### config.mk
export PLATFORM = sky130hd
export DESIGN_NAME = mbf_front
export DESIGN_NICKNAME = d
export VERILOG_FILES = /design/src/assert_macros.svh /design/src/mbf_pkg.sv /design/src/mbf_front.sv
export SDC_FILE = /design/constraint.sdc
export NUM_CORES = 1
export LEC_CHECK = 0
export ABC_CLOCK_PERIOD_IN_PS = 2100
export BUFFER_PORTS_ARGS = -buffer_cell sky130_fd_sc_hd__buf_2
export CAP_MARGIN = 20
export CORE_MARGIN = 8
export CORE_UTILIZATION = 40
export CTS_BUF_LIST = sky130_fd_sc_hd__clkbuf_4 sky130_fd_sc_hd__clkbuf_8 sky130_fd_sc_hd__clkbuf_16
export DETAILED_ROUTE_END_ITERATION = 10
export SKIP_CTS_REPAIR_TIMING = 1
export SLEW_MARGIN = 5
export SYNTH_ARGS = -nofsm -noshare
export SYNTH_HDL_FRONTEND = slang
export SYNTH_SLANG_ARGS = --single-unit
### constraint.sdc
create_clock -name i_clk -period 2.1 [get_ports i_clk]
set_clock_uncertainty 0.15 [all_clocks]
set_input_delay 0 -clock i_clk [delete_from_list [all_inputs] [get_ports i_clk]]
set_output_delay 0 -clock i_clk [all_outputs]
set_load 0.01 [all_outputs]
### src/assert_macros.svh
// ----------------------------------------------------------------------------
// Assertion macros
// Shorthand for clocked concurrent assertions with a synchronous low reset.
// Define ASSERT_OFF to compile every use down to nothing.
// ----------------------------------------------------------------------------
`ifndef ASSERT_MACROS_SVH
`define ASSERT_MACROS_SVH

`ifndef ASSERT_OFF

// Check that prop holds at every rising edge of clk outside reset.
`define ASSERT_AT(lbl, clk, rst_n, prop) \
    lbl: assert property (@(posedge clk) disable iff (!rst_n) prop) \
        else $error("assertion failed: %m");

// Check that cond is never true at a rising edge of clk outside reset.
`define ASSERT_NEVER(lbl, clk, rst_n, cond) \
    lbl: assert property (@(posedge clk) disable iff (!rst_n) !(cond)) \
        else $error("forbidden condition seen: %m");

`else

`define ASSERT_AT(lbl, clk, rst_n, prop)
`define ASSERT_NEVER(lbl, clk, rst_n, cond)

`endif

`endif

### src/mbf_pkg.sv
// ----------------------------------------------------------------------------
// mbf_pkg
// Sizes, codes, word types and pointer helpers of the message byte FIFO.
// ----------------------------------------------------------------------------
package mbf_pkg;

    localparam int BUF_BYTES    = 2048;
    localparam int MAX_MESSAGES = 64;
    localparam int MAX_READ     = 64;

    localparam int BYTE_AW = $clog2(BUF_BYTES);
    localparam int MSG_AW  = $clog2(MAX_MESSAGES);
    localparam int LEN_W   = $clog2(BUF_BYTES + 1);
    localparam int CNT_W   = $clog2(MAX_MESSAGES + 1);
    localparam int READ_W  = $clog2(MAX_READ + 1);

    // Field widths of the port words.
    localparam int MAXL_W = 7;
    localparam int PEND_W = 12;

    // Depths of the command and result queues.
    localparam int CQ_DEPTH = 4;
    localparam int CQ_AW    = $clog2(CQ_DEPTH);
    localparam int CQ_CW    = $clog2(CQ_DEPTH + 1);
    localparam int RQ_DEPTH = 4;
    localparam int RQ_AW    = $clog2(RQ_DEPTH);
    localparam int RQ_CW    = $clog2(RQ_DEPTH + 1);

    localparam logic       REQ_WRITE   = 1'b0;
    localparam logic       REQ_READ    = 1'b1;
    localparam logic [1:0] STAT_OK     = 2'd0;
    localparam logic [1:0] STAT_EMPTY  = 2'd1;
    localparam logic [1:0] STAT_FULL   = 2'd2;

    typedef struct packed {
        logic              req_type;
        logic [7:0]        data_byte;
        logic              byte_valid;
        logic              end_of_message;
        logic [MAXL_W-1:0] max_len;
    } t_in_word;

    typedef struct packed {
        logic              is_read;
        logic [7:0]        data_byte;
        logic              byte_valid;
        logic              end_of_message;
        logic [READ_W-1:0] max_len;
    } t_cmd;

    typedef struct packed {
        logic [7:0]        out_byte;
        logic              out_valid;
        logic              last;
        logic              message_done;
        logic [1:0]        status;
        logic [PEND_W-1:0] pending_bytes;
        logic              queue_empty;
    } t_result;

    function automatic logic [BYTE_AW-1:0] byte_inc(input logic [BYTE_AW-1:0] p);
        return (p == BYTE_AW'(BUF_BYTES - 1)) ? '0 : p + 1'b1;
    endfunction

    function automatic logic [MSG_AW-1:0] msg_inc(input logic [MSG_AW-1:0] p);
        return (p == MSG_AW'(MAX_MESSAGES - 1)) ? '0 : p + 1'b1;
    endfunction

endpackage

### src/mbf_front.sv
// ----------------------------------------------------------------------------
// mbf_front
// Accept input words, classify them into commands and queue them for the engine.
// ----------------------------------------------------------------------------
module mbf_front (
    input  logic              i_clk,
    input  logic              i_rst_n,
    input  logic              i_push,
    input  mbf_pkg::t_in_word i_word,
    output logic              o_full,
    output logic              o_valid,
    output mbf_pkg::t_cmd     o_cmd,
    input  logic              i_take
);
    import mbf_pkg::*;

    t_cmd             r_mem [CQ_DEPTH];
    logic [CQ_AW-1:0] r_wr, n_wr;
    logic [CQ_AW-1:0] r_rd, n_rd;
    logic [CQ_CW-1:0] r_cnt, n_cnt;
    t_cmd             w_cmd;
    logic             w_put;
    logic             w_get;

    // Saturate the read length here at MAX_READ so the engine never sees a larger count.
    always_comb begin
        w_cmd.is_read        = (i_word.req_type == REQ_READ);
        w_cmd.data_byte      = i_word.data_byte;
        w_cmd.byte_valid     = i_word.byte_valid;
        w_cmd.end_of_message = i_word.end_of_message;
        if (i_word.max_len > MAXL_W'(MAX_READ)) begin
            w_cmd.max_len = READ_W'(MAX_READ);
        end else begin
            w_cmd.max_len = READ_W'(i_word.max_len);
        end
    end

    assign o_full  = (r_cnt == CQ_CW'(CQ_DEPTH));
    assign o_valid = (r_cnt != '0);
    assign o_cmd   = r_mem[r_rd];
    assign w_put   = i_push && !o_full;
    assign w_get   = i_take && o_valid;

    always_comb begin
        n_wr  = r_wr;
        n_rd  = r_rd;
        n_cnt = r_cnt;
        if (w_put) begin
            n_wr = (r_wr == CQ_AW'(CQ_DEPTH - 1)) ? '0 : r_wr + 1'b1;
        end
        if (w_get) begin
            n_rd = (r_rd == CQ_AW'(CQ_DEPTH - 1)) ? '0 : r_rd + 1'b1;
        end
        case ({w_put, w_get})
            2'b10:   n_cnt = r_cnt + 1'b1;
            2'b01:   n_cnt = r_cnt - 1'b1;
            default: n_cnt = r_cnt;
        endcase
    end

    always_ff @(posedge i_clk) begin
        if (!i_rst_n) begin
            r_wr  <= '0;
            r_rd  <= '0;
            r_cnt <= '0;
        end else begin
            r_wr  <= n_wr;
            r_rd  <= n_rd;
            r_cnt <= n_cnt;
        end
    end

    always_ff @(posedge i_clk) begin
        if (w_put) begin
            r_mem[r_wr] <= w_cmd;
        end
    end

endmodule

==> results.md <==
- Avg Inst Size Synth: 20.2 sq um
- Via count of the routed design: 1674
- Maximum number of pins on one net before global-route repair: 19
- Wirelength per Cell: 17.0 microns
- H-Tree Level Count: 3
- GPL Wtd Cong: 0.673
- Master cell of the clock root buffer: sky130_fd_sc_hd__clkbuf_8
- Number of placement rows: 32
- Nets in the synthesized netlist: 186
- Antenna Violating Nets Remaining: 0
- Worst relative slew slack: 82.0%
- Most prevalent standard cell on the critical path: sky130_fd_sc_hd__inv_2
- Class of the most critical setup path: reg2reg
- Setup slack at placement: 68.4 ps
- Critical path, cell by cell: nor3b_4, nor2b_2, inv_2, ha_4, inv_2, fa_2, xor2_1, or3_1, a21boi_1
- Cell count after synthesis: 157
- Post-layout nets: 270
- Synthesis-stage register bit count: 81
- RSZ-0062 raised after global routing: true
- Effective utilization at floorplan: 41.1%
- I/O Buffers: 41
- Clock tree buffer depth: 2
- Die area: 11000 sq um
- Pins over their slew limit: 0
- Register area: 2350 sq um
- Static leakage power: 1.47 nW
- Signed area change from the synthesized netlist to the final layout: 28.9%
- Met3 global-route usage: 3.62%
- Outcome: completed
- Number of design-rule violations left by the first detailed-router iteration: 60
- Power per standard cell area: 1100 nW/um^2
- Tcrit/Tclk final: 97.7%
- Aggregate routed wire length: 5.87 mm
- Total of fill cells in the finished design: 607
- Detailed placement HPWL: 3.74 mm
- Smallest hold slack: 33.4 ps
- Overall power of the completed layout: 4.49 mW
- Ports: 42
- Critical Path Slowest Stage Cell: sky130_fd_sc_hd__dfxtp_4
- Placeable core region: 7730 sq um
- Required time worst endpoint: 2220 ps
- Number of clock buffers inserted by TritonCTS: 9
- Area of the multi-input gates: 782 sq um
- Worst min-delay path class: in2reg
- Clock latency on the worst-skew pair: 340 ps
- Post-Syn Area: 3180 sq um
- Busiest grt layer: met2
- Post-route DRC violation count: 0
- Reg-to-reg slack, setup: 50 ps
- Horizontal die dimension: 105 microns
- Nature of the critical path startpoint: flip-flop
- Distinct cell type count of the synthesized netlist: 24
- Slowest stage delay, CP: 370 ps
- Endpoints failing hold: 0
- Slew at the pin closest to its max-slew limit: 271 ps
- Met2 layer usage reported by global route: 16.9%
- Overall global routing resource usage: 10.5%
- Maximum net fanout on the critical path: 5
- Register area share after synthesis: 73.8%
- Antenna diodes: 0
- Total of warnings raised by yosys: 0
- Critical path endpoint category: flip-flop
- Detailed Routing Iterations Pass 1: 4
- Share of post-route cells with drive strength above 1: 35.2%
- Max-capacitance violation count: 0
- Total clock sinks: 81
- Final core area utilization: 53.0%
- Number of global-route vias before repair: 1654
- Clock slew at the register clock pins of the worst setup and hold paths: 70 ps
- Top achievable clock speed: 0.487 GHz
- GRT met1 Usage: 12.3%
- Worst-case setup margin in the final layout: 47.9 ps
- Initial antenna violation count: 0
- Worst endpoint data arrival time: 2170 ps
- Overall overflow remaining after global route: 0
- Wire length of the first global-routing pass: 8.76 mm
- Final number of setup-violating endpoints: 0
- Drt via density: 4.84
- Post-route minimum period: 2050 ps
- Chip Height: 105 microns
- TritonCTS clock tree: done
- Maximum vdd ir drop: 0.666 mV
[registers in the layout, indices dropped and copies added, names as in the netlist, named ones only]
signal,flops
r_mem,72
r_cnt,3
r_rd,2
r_wr,2
[worst max-delay path, delay by kind of cell, from the launching register on]
family	cells	cell delay, ps
adder cells (fa/ha/maj)	2	480
AND/OR/NAND/NOR	3	610
flip-flops	1	370
AO/OA/AOI/OAI	1	120
XOR/XNOR	1	150
buffers and inverters	2	110
[cell usage after synthesis, drive strengths merged]
library cell / number / area share, %
xnor2: 1 / 0.28
o21ai: 4 / 0.63
o31ai: 1 / 0.24
mux4: 18 / 14
nor2b: 7 / 1.4
nand3: 2 / 0.32
dfxtp: 9 / 5.7
nor3b: 1 / 0.39
clkbuf: 2 / 0.24
xor2: 1 / 0.28
a21boi: 1 / 0.24
nand2: 7 / 0.83
or3: 2 / 0.39
and2: 6 / 1.2
buf: 5 / 1.5
mux2i: 2 / 0.63
fa: 1 / 0.63
edfxtp: 72 / 68
ha: 6 / 2.4
nor2: 2 / 0.24
inv: 7 / 0.83
[per-stage QoR]
stage / setup TNS [ps] / cells / cell area, sq um
2_1_floorplan: -23.9 / 157 / 3210
3_3_place_gp: 0 / 305 / 3580
3_5_place_dp: 0 / 305 / 3580
4_1_cts: 0 / 319 / 3810
5_1_grt: -69.2 / 346 / 4090
6_report: 0 / 346 / 4090
[logic make-up (layout without fill, tap and decap cells)]
| group | count (synthesis) | count (layout) | synth area share (%) |
|---|---|---|---|
| fa+ha+maj | 7 | 7 | 2.99 |
| flops | 81 | 81 | 73.8 |
| simple gates | 27 | 27 | 4.73 |
| compound gates | 6 | 6 | 1.10 |
| mux | 20 | 20 | 14.3 |
| xor+xnor | 2 | 2 | 0.552 |
| buf+inv | 14 | 101 | 2.52 |
[metal layers]
| metal | vias to the layer above | share of wire, % |
|---|---|---|
| li1 | 783 | - |
| met1 | 844 | 43 |
| met2 | 38 | 50 |
| met3 | 9 | 4.9 |
| met4 | 0 | 1.7 |
| met5 | - | 0 |
[path summary, 6_finish.rpt]
check | start | to | cells after the start
min reg2reg | r_wr[1] | r_wr[1] | 2
max reg2reg | r_cnt[0] | r_cnt[2] | 9
min | i_push | r_wr[1] | 4
max | r_cnt[0] | r_cnt[2] | 9
[cell usage in the layout, fill, tap and decap left out]
cell type and n:
sky130_fd_sc_hd__a21boi_1 1, sky130_fd_sc_hd__and2_1 6, sky130_fd_sc_hd__buf_12 1, sky130_fd_sc_hd__buf_2 41
sky130_fd_sc_hd__buf_4 11, sky130_fd_sc_hd__bufinv_16 3, sky130_fd_sc_hd__clkbuf_4 1, sky130_fd_sc_hd__clkbuf_8 9
sky130_fd_sc_hd__clkinv_1 1, sky130_fd_sc_hd__dfxtp_1 6, sky130_fd_sc_hd__dfxtp_4 3, sky130_fd_sc_hd__dlygate4sd3_1 27
sky130_fd_sc_hd__edfxtp_1 72, sky130_fd_sc_hd__fa_2 1, sky130_fd_sc_hd__ha_1 5, sky130_fd_sc_hd__ha_4 1
sky130_fd_sc_hd__inv_1 5, sky130_fd_sc_hd__inv_2 2, sky130_fd_sc_hd__mux2i_1 2, sky130_fd_sc_hd__mux4_1 8
sky130_fd_sc_hd__mux4_2 10, sky130_fd_sc_hd__nand2_1 7, sky130_fd_sc_hd__nand3_1 2, sky130_fd_sc_hd__nor2_1 2
sky130_fd_sc_hd__nor2b_1 6, sky130_fd_sc_hd__nor2b_2 1, sky130_fd_sc_hd__nor3b_4 1, sky130_fd_sc_hd__o21ai_0 4
sky130_fd_sc_hd__o31ai_2 1, sky130_fd_sc_hd__or3_1 2, sky130_fd_sc_hd__xnor2_1 1, sky130_fd_sc_hd__xor2_1 1
[power by group]
group | total [mW] | switching, mW | leakage [nW] | internal [mW]
combinational | 1.15 | 0.544 | 0.615 | 0.610
clock | 1.29 | 0.501 | 0.113 | 0.786
sequential | 2.05 | 0.0823 | 0.741 | 1.97
[final cells by class]
type / instances / area share (%)
clock buffer: 10 / 3.21
multi-input combinational: 62 / 19.1
timing repair buffer: 80 / 14.1
inverter: 7 / 0.642
sequential: 81 / 57.5
tap: 102 / 3.12
clock inverter: 4 / 2.29
No activity file was read; power rests on OpenSTA's default activity.
