--- src/assert_macros.svh ---
// ----------------------------------------------------------------------------
// Assertion macros
// Shorthand for clocked concurrent assertions with a synchronous low reset.
// Define ASSERT_OFF to compile every use down to nothing.
// ----------------------------------------------------------------------------
`ifndef ASSERT_MACROS_SVH
`define ASSERT_MACROS_SVH

`ifndef ASSERT_OFF

// Check that prop holds at every rising edge of clk outside reset.
`define ASSERT_AT(lbl, clk, rst_n, prop) \
    lbl: assert property (@(posedge clk) disable iff (!rst_n) prop) \
        else $error("assertion failed: %m");

// Check that cond is never true at a rising edge of clk outside reset.
`define ASSERT_NEVER(lbl, clk, rst_n, cond) \
    lbl: assert property (@(posedge clk) disable iff (!rst_n) !(cond)) \
        else $error("forbidden condition seen: %m");

`else

`define ASSERT_AT(lbl, clk, rst_n, prop)
`define ASSERT_NEVER(lbl, clk, rst_n, cond)

`endif

`endif

--- src/mbf_pkg.sv ---
// ----------------------------------------------------------------------------
// mbf_pkg
// Sizes, codes, word types and pointer helpers of the message byte FIFO.
// ----------------------------------------------------------------------------
package mbf_pkg;

    localparam int BUF_BYTES    = 2048;
    localparam int MAX_MESSAGES = 64;
    localparam int MAX_READ     = 64;

    localparam int BYTE_AW = $clog2(BUF_BYTES);
    localparam int MSG_AW  = $clog2(MAX_MESSAGES);
    localparam int LEN_W   = $clog2(BUF_BYTES + 1);
    localparam int CNT_W   = $clog2(MAX_MESSAGES + 1);
    localparam int READ_W  = $clog2(MAX_READ + 1);

    // Field widths of the port words.
    localparam int MAXL_W = 7;
    localparam int PEND_W = 12;

    // Depths of the command and result queues.
    localparam int CQ_DEPTH = 4;
    localparam int CQ_AW    = $clog2(CQ_DEPTH);
    localparam int CQ_CW    = $clog2(CQ_DEPTH + 1);
    localparam int RQ_DEPTH = 4;
    localparam int RQ_AW    = $clog2(RQ_DEPTH);
    localparam int RQ_CW    = $clog2(RQ_DEPTH + 1);

    localparam logic       REQ_WRITE   = 1'b0;
    localparam logic       REQ_READ    = 1'b1;
    localparam logic [1:0] STAT_OK     = 2'd0;
    localparam logic [1:0] STAT_EMPTY  = 2'd1;
    localparam logic [1:0] STAT_FULL   = 2'd2;

    typedef struct packed {
        logic              req_type;
        logic [7:0]        data_byte;
        logic              byte_valid;
        logic              end_of_message;
        logic [MAXL_W-1:0] max_len;
    } t_in_word;

    typedef struct packed {
        logic              is_read;
        logic [7:0]        data_byte;
        logic              byte_valid;
        logic              end_of_message;
        logic [READ_W-1:0] max_len;
    } t_cmd;

    typedef struct packed {
        logic [7:0]        out_byte;
        logic              out_valid;
        logic              last;
        logic              message_done;
        logic [1:0]        status;
        logic [PEND_W-1:0] pending_bytes;
        logic              queue_empty;
    } t_result;

    function automatic logic [BYTE_AW-1:0] byte_inc(input logic [BYTE_AW-1:0] p);
        return (p == BYTE_AW'(BUF_BYTES - 1)) ? '0 : p + 1'b1;
    endfunction

    function automatic logic [MSG_AW-1:0] msg_inc(input logic [MSG_AW-1:0] p);
        return (p == MSG_AW'(MAX_MESSAGES - 1)) ? '0 : p + 1'b1;
    endfunction

endpackage

--- src/mbf_out_queue.sv ---
// ----------------------------------------------------------------------------
// mbf_out_queue
// Hold result words until the consumer pops them.
// ----------------------------------------------------------------------------
module mbf_out_queue (
    input  logic             i_clk,
    input  logic             i_rst_n,
    input  logic             i_push,
    input  mbf_pkg::t_result i_res,
    output logic             o_full,
    output logic             o_empty,
    output mbf_pkg::t_result o_res,
    input  logic             i_pop
);
    import mbf_pkg::*;

    t_result          r_mem [RQ_DEPTH];
    logic [RQ_AW-1:0] r_wr, n_wr;
    logic [RQ_AW-1:0] r_rd, n_rd;
    logic [RQ_CW-1:0] r_cnt, n_cnt;
    logic             w_put;
    logic             w_get;

    assign o_full  = (r_cnt == RQ_CW'(RQ_DEPTH));
    assign o_empty = (r_cnt == '0);
    assign o_res   = r_mem[r_rd];
    assign w_put   = i_push && !o_full;
    assign w_get   = i_pop && !o_empty;

    always_comb begin
        n_wr  = r_wr;
        n_rd  = r_rd;
        n_cnt = r_cnt;
        if (w_put) begin
            n_wr = (r_wr == RQ_AW'(RQ_DEPTH - 1)) ? '0 : r_wr + 1'b1;
        end
        if (w_get) begin
            n_rd = (r_rd == RQ_AW'(RQ_DEPTH - 1)) ? '0 : r_rd + 1'b1;
        end
        case ({w_put, w_get})
            2'b10:   n_cnt = r_cnt + 1'b1;
            2'b01:   n_cnt = r_cnt - 1'b1;
            default: n_cnt = r_cnt;
        endcase
    end

    always_ff @(posedge i_clk) begin
        if (!i_rst_n) begin
            r_wr  <= '0;
            r_rd  <= '0;
            r_cnt <= '0;
        end else begin
            r_wr  <= n_wr;
            r_rd  <= n_rd;
            r_cnt <= n_cnt;
        end
    end

    always_ff @(posedge i_clk) begin
        if (w_put) begin
            r_mem[r_wr] <= i_res;
        end
    end

endmodule

--- config.mk ---
export PLATFORM = sky130hd
export DESIGN_NAME = mbf_out_queue
export DESIGN_NICKNAME = d
export VERILOG_FILES = /design/src/assert_macros.svh /design/src/mbf_pkg.sv /design/src/mbf_out_queue.sv
export SDC_FILE = /design/constraint.sdc
export NUM_CORES = 1
export LEC_CHECK = 0
export BUFFER_PORTS_ARGS = -buffer_cell sky130_fd_sc_hd__buf_2
export CAP_MARGIN = 30
export CORE_MARGIN = 2
export CORE_UTILIZATION = 30
export CTS_CLUSTER_DIAMETER = 30
export CTS_CLUSTER_SIZE = 10
export DETAILED_ROUTE_END_ITERATION = 8
export MAX_ROUTING_LAYER = met4
export PLACE_DENSITY_LB_ADDON = 0.2
export SYNTH_ARGS = -nofsm -noshare
export SYNTH_HDL_FRONTEND = slang
export SYNTH_SLANG_ARGS = --single-unit
--- constraint.sdc ---
create_clock -name i_clk -period 2.5 [get_ports i_clk]
set_input_delay 0.125 -clock i_clk [delete_from_list [all_inputs] [get_ports i_clk]]
set_output_delay 0.125 -clock i_clk [all_outputs]
set_load 0.01 [all_outputs]
==> results of run 1 <==
==> critical path, cell delays in order (launching register included) <==
cell,delay [ns]
dfxtp_1,0.37
nor3b_2,0.23
nor2b_1,0.16
inv_1,0.09
ha_1,0.18
inv_1,0.06
fa_1,0.37
xor2_1,0.16
or3_1,0.30
a21boi_0,0.17
==> metrics by stage <==
step | std cells | instance area [µm²] | util
CTS | 487 | 5700 | 0.409
global route | 487 | 5700 | 0.409
detailed placement | 429 | 4810 | 0.345
finish | 487 | 5700 | 0.409
floorplan | 192 | 4290 | -
global placement | 429 | 4810 | 0.345
==> how the worst max path moves through the flow <==
stage / startpoint / end / slack (ns) / cells past startpoint
floorplan: r_cnt[2]$_SDFFE_PN0P_ / r_cnt[2]$_SDFFE_PN0P_ / 0.39 / 10
detailed placement: r_cnt[2]$_SDFFE_PN0P_ / r_cnt[2]$_SDFFE_PN0P_ / 0.33 / 9
CTS: r_cnt[2]$_SDFFE_PN0P_ / r_cnt[2]$_SDFFE_PN0P_ / 0.31 / 9
finish: r_cnt[2]$_SDFFE_PN0P_ / r_cnt[2]$_SDFFE_PN0P_ / 0.33 / 9
global route: r_cnt[0]$_SDFFE_PN0P_ / r_cnt[2]$_SDFFE_PN0P_ / 0.08 / 9
global placement: r_cnt[2]$_SDFFE_PN0P_ / r_cnt[2]$_SDFFE_PN0P_ / 0.44 / 9
==> registers in the layout, indices dropped and copies added (netlist names), named ones only <==
| register | cells |
|---|---|
| r_wr | 2 |
| r_mem | 104 |
| r_rd | 2 |
| r_cnt | 3 |
==> area by class of cell <==
| cell class | instances | area, µm² |
|---|---|---|
| tap | 180 | 225 |
| multi-input combinational | 64 | 887 |
| clock buffer | 18 | 429 |
| inverter | 7 | 26.3 |
| clock inverter | 14 | 194 |
| sequential | 113 | 3300 |
| fill | 1257 | 8240 |
| timing repair buffer | 91 | 631 |
==> layer usage <==
layer / track usage / wire [µm]
met2: 0.188 / 3910
met1: 0.135 / 3490
met3: 0.0444 / 335
met4: 0.0554 / 112
met5: - / 0
==> logic make-up after synthesis <==
family,count (synthesis),synth area share
XOR/XNOR,2,0.00408
AND/OR/NAND/NOR,21,0.0260
buffers and inverters,15,0.0236
multiplexers,28,0.146
AO/OA/AOI/OAI,6,0.00816
adder cells (fa/ha/maj),7,0.0222
flip-flops,113,0.770
==> power groups by stage <==
| stage | registers, mW | logic, mW | clock network, mW |
|---|---|---|---|
| floorplan | 2.38 | 0.815 | 0 |
| detailed placement | 2.40 | 1.19 | 0 |
| finish | 2.36 | 1.19 | 2.51 |
| CTS | 2.37 | 1.23 | 2.57 |
| global placement | 2.39 | 1.18 | 0 |
| global route | 2.38 | 1.32 | 2.65 |
==> placed cells by master, fill, tap and decap left out, drive strengths merged <==
cell / instances
a21boi: 1
and2: 6
buf: 65
bufinv: 5
clkbuf: 18
clkinv: 9
dfxtp: 9
dlygate4sd3: 26
edfxtp: 104
fa: 1
ha: 6
inv: 7
mux2i: 2
mux4: 26
nand2: 7
nand3: 2
nor2: 2
nor2b: 1
nor3: 1
nor3b: 1
o21ai: 4
o31ai: 1
or3: 1
xnor2: 1
xor2: 1
==> results.sh, run 1 <==
export IMPL_die_w_um=124
export IMPL_rsz0062_at_grt="no"
export IMPL_total_power_mw=6.06
export IMPL_r2r_end="r_cnt[2]$_SDFFE_PN0P_"
export IMPL_pwr_share_comb=0.196
export IMPL_cts_resized=0
export IMPL_dr_pass1_iters=4
export IMPL_cts_htree_levels=4
export IMPL_clock_sinks=113
export IMPL_dpl_worst_slack_ns=0.330
export IMPL_report_final_slew_viol_count=0
export IMPL_p_sw_mw=1.43
export IMPL_worstReg2RegStart="r_cnt[2]$_SDFFE_PN0P_"
export IMPL_outcome="finished clean"
export IMPL_vias_per_cell=4.41
export IMPL_r2r_slack_ns=0.33
export IMPL_ios=58
export IMPL_holdWs_ns=0.0761
export IMPL_ant_nets=0
export IMPL_synth_top_area_frac=0.728
export IMPL_synth_flop_cell="edfxtp_1"
export IMPL_yosysMostFrequentCell="edfxtp_1"
export IMPL_finalWorstSetupSlack_ns=0.334
export IMPL_clkPwrFrac=0.414
export IMPL_syn_area_mm2=0.00429
export IMPL_yosysWarnings=0
export IMPL_drc_errors=0
export IMPL_p_seq_frac=0.390
export IMPL_cts_tree="yes"
export IMPL_crit_type="reg2reg"
export IMPL_yosys_top_cells_area="edfxtp_1 (73%), mux4_2 (10%), dfxtp_1 (4.2%), mux4_1 (3.7%), ha_1 (1.7%)"
export IMPL_cts_setup_buffers=0
export IMPL_worst_slew_pin_slew_ns=0.534
export IMPL_wl_um=7850
export IMPL_wl_per_cell_um=16.1
export IMPL_max_cap_viol_count=0
export IMPL_setup_viol=0
export IMPL_setup_tns_ns=0
export IMPL_n_antenna_cell=0
export IMPL_ir_drop_mv=0.364
export IMPL_clock_skew_ns=0.00918
export IMPL_relSlewSlack=0.641
export IMPL_routabilityCongestion=0.750
export IMPL_crit_path_start_kind="register"
export IMPL_holdBufCountCts=26
export IMPL_synth_async_reset_ratio=0
export IMPL_grt_max_degree=27
export IMPL_cp_arrival_ns=2.49
export IMPL_drive_above_1_share=0.371
export IMPL_worstHoldPathType="in2reg"
export IMPL_r2r_cells=9
export IMPL_period_needed_ns=2.17
export IMPL_initial_core_util=0.308
export IMPL_critPathCaptureType="register"
export IMPL_dieArea_mm2=0.0153
export IMPL_hold_end="r_wr[1]$_SDFFE_PN0P_"
export IMPL_grt_antenna_before_repair=0
export IMPL_synthCells=192
export IMPL_cts_root_buffer="clkbuf_16"
export IMPL_p_per_area_mw_per_mm2=1060
export IMPL_synth_enable_flop_cells=104
export IMPL_ys_seq_elements=113
export IMPL_hold_violations=0
export IMPL_row_count=43
export IMPL_clk_pin_slew_ns=0.05
export IMPL_clk_latency_ns=0.40
export IMPL_synth_cell_types=26
export IMPL_nNetsFinal=331
export IMPL_synth_yosys_seq_area_share=0.770
export IMPL_io_buffers=57
export IMPL_grtUsageTotal=0.119
export IMPL_numCtsBuffers=17
export IMPL_whs_path_depth=3
export IMPL_yosysTopAreaCell="edfxtp_1"
export IMPL_p_sw_frac=0.236
export IMPL_path_max_fanout=7
export IMPL_fin_crit_sh=0.867
export IMPL_vias=2147
export IMPL_clock_path_buffers=2
export IMPL_avgSynthCellArea_um2=22.4
export IMPL_drt_iter0_markers=134
export IMPL_core_area_mm2=0.0139
export IMPL_intPower_mw=4.63
export IMPL_grt_pass1_vias=2290
export IMPL_grt_ovfl_total=0
export IMPL_hpwlAfterDp_um=4720
export IMPL_dieHeight_um=124
export IMPL_worstHoldStart="i_rst_n"
export IMPL_grt_pass1_wl_um=12500
export IMPL_syn_to_final_growth_pct=32.7
export IMPL_leakage_nw=2.02
export IMPL_cp_required_ns=2.82
export IMPL_netlist_top_cells_count="edfxtp_1 (104), mux4_2 (20), dfxtp_1 (9), inv_1 (7), nand2_1 (7)"
export IMPL_timing_fmax_mhz=462
export IMPL_synthesis_nets=229
(Power assumes the default switching activity.)
==> inputs of run 2 (changes only) <==
--- a/config.mk
+++ b/config.mk
@@ -13,4 +13,5 @@
 export CTS_CLUSTER_SIZE = 10
 export DETAILED_ROUTE_END_ITERATION = 8
+export GPL_TIMING_DRIVEN = 0
 export MAX_ROUTING_LAYER = met4
 export PLACE_DENSITY_LB_ADDON = 0.2
==> constraint.sdc (replaced) <==
create_clock -name i_clk -period 2.5 [get_ports i_clk]
set_input_delay 0.25 -clock i_clk [delete_from_list [all_inputs] [get_ports i_clk]]
set_output_delay 0.25 -clock i_clk [all_outputs]
set_load 0.01 [all_outputs]
==> results.sh, run 2 (synthesis results as in run 1) <==
export IMPL_grtUsageMet2=0.183
export IMPL_grt_ovfl_total=0
export IMPL_critPathCaptureType="register"
export IMPL_relSlewSlack=0.503
export IMPL_top_regs="r_mem: 104 flops, r_cnt: 3 flops"
export IMPL_layout_common_cells="edfxtp_1 (104), buf_2 (60), mux4_2 (20)"
export IMPL_clock_path_buffers=2
export IMPL_nNetsFinal=305
export IMPL_grt_antenna_before_repair=0
export IMPL_hpwlAfterDp_um=4720
export IMPL_dp_cells=429
export IMPL_cp_arrival_ns=2.52
export IMPL_ir_drop_mv=0.462
export IMPL_cts_resized=0
export IMPL_leakage_nw=1.88
export IMPL_p_sw_frac=0.247
export IMPL_hold_violations=0
export IMPL_cts_root_buffer="clkbuf_16"
export IMPL_dieHeight_um=124
export IMPL_largest_reg_flops=104
export IMPL_n_antenna_cell=0
export IMPL_max_cap_viol_count=0
export IMPL_grt_pass1_wl_um=11800
export IMPL_vias=2035
export IMPL_grt_pass1_vias=2156
export IMPL_crit_type="reg2reg"
export IMPL_clk_pin_slew_ns=0.05
export IMPL_met1_usage=0.125
export IMPL_intPower_mw=4.44
export IMPL_cts_tree="yes"
export IMPL_whs_path_depth=1
export IMPL_period_needed_ns=2.19
export IMPL_ios=58
export IMPL_p_sw_mw=1.46
export IMPL_wl_per_cell_um=16.5
export IMPL_drive_above_1_share=0.420
export IMPL_setup_tns_ns=0
export IMPL_cp_required_ns=2.83
export IMPL_clk_latency_ns=0.40
export IMPL_largest_register="r_mem"
export IMPL_fin_crit_sh=0.875
export IMPL_routabilityCongestion=0.673
export IMPL_fin_cells=461
export IMPL_clkPwrFrac=0.400
export IMPL_rsz0062_at_grt="no"
export IMPL_io_buffers=57
export IMPL_dr_pass1_iters=4
export IMPL_path_max_fanout=7
export IMPL_r2r_cells=10
export IMPL_core_area_mm2=0.0139
export IMPL_cts_htree_levels=4
export IMPL_drt_iter0_markers=169
export IMPL_syn_to_final_growth_pct=25.8
export IMPL_grt_max_degree=27
export IMPL_initial_core_util=0.308
export IMPL_grt_busiest_layer="met2"
export IMPL_die_w_um=124
export IMPL_grt_util_met3=0.0458
export IMPL_p_seq_frac=0.401
export IMPL_numCtsBuffers=17
export IMPL_worst_slew_pin_slew_ns=0.746
export IMPL_timing_fmax_mhz=457
export IMPL_dieArea_mm2=0.0153
export IMPL_clock_skew_ns=0.00522
export IMPL_crit_path_start_kind="register"
export IMPL_p_per_area_mw_per_mm2=1090
export IMPL_drc_errors=0
export IMPL_pwr_share_comb=0.199
export IMPL_wl_um=7600
export IMPL_clock_sinks=113
export IMPL_final_common_cell="edfxtp_1"
export IMPL_report_final_slew_viol_count=0
export IMPL_ant_nets=0
export IMPL_cts_setup_buffers=0
export IMPL_row_count=43
export IMPL_outcome="finished clean"
export IMPL_vias_per_cell=4.41
export IMPL_setup_viol=0
export IMPL_nFillCells=1284
export IMPL_worstHoldPathType="in2reg"
export IMPL_total_power_mw=5.90
export IMPL_holdBufCountCts=0
export IMPL_grtUsageTotal=0.114
run 2: area by class of cell:
type                            count  area [µm²]  area share
Inverter                            7        26.3     0.00487
Tap cell                          180         225      0.0417
Clock inverter                     14         164      0.0304
Clock buffer                       18         429      0.0795
Timing Repair Buffer               57         285      0.0528
Buffer                              8        75.1      0.0139
Multi-Input combinational cell     64         892       0.165
Sequential cell                   113        3300       0.612
run 2: per-stage QoR:
stage	utilization	cell area, µm²	hold slack (ns)	setup WS [ns]
6_report	0.388	5400	0.0651	0.312
5_1_grt	0.388	5400	0.0533	0.0832
4_1_cts	0.388	5400	0.0429	0.289
3_5_place_dp	0.345	4810	0.471	0.311
3_3_place_gp	0.345	4800	0.466	0.0918
2_1_floorplan	-	4290	0.349	0.388
run 2: worst max-delay path: stages, from the launching register on:
cell,delay [ns]
dfxtp_1,0.39
nor3b_2,0.21
nor2b_1,0.06
buf_2,0.16
inv_1,0.06
ha_1,0.19
inv_1,0.06
fa_1,0.37
xor2_1,0.16
or3_1,0.30
a21boi_0,0.16
run 2: routing by layer:
metal | part of all wire | up-vias
met3 | 0.052 | 12
met1 | 0.41 | 1039
met2 | 0.52 | 45
met4 | 0.015 | 0
met5 | 0 | -
li1 | - | 939
run 2: worst paths after layout:
kind	slack (ns)	startpoint	endpoint
max reg2reg	0.31	r_cnt[2]$_SDFFE_PN0P_	r_cnt[2]$_SDFFE_PN0P_
max	0.31	r_cnt[2]$_SDFFE_PN0P_	r_cnt[2]$_SDFFE_PN0P_
min	0.07	i_res[6]	r_mem[3][6]$_DFFE_PP_
min reg2reg	0.50	r_wr[1]$_SDFFE_PN0P_	r_wr[1]$_SDFFE_PN0P_
run 2: power by group through the flow:
stage | Sequential, mW | Combinational [mW] | Clock [mW]
floorplan | 2.38 | 0.815 | 0
global placement | 2.40 | 1.21 | 0
detailed placement | 2.41 | 1.22 | 0
CTS | 2.37 | 1.22 | 2.42
global route | 2.38 | 1.31 | 2.50
finish | 2.37 | 1.18 | 2.36
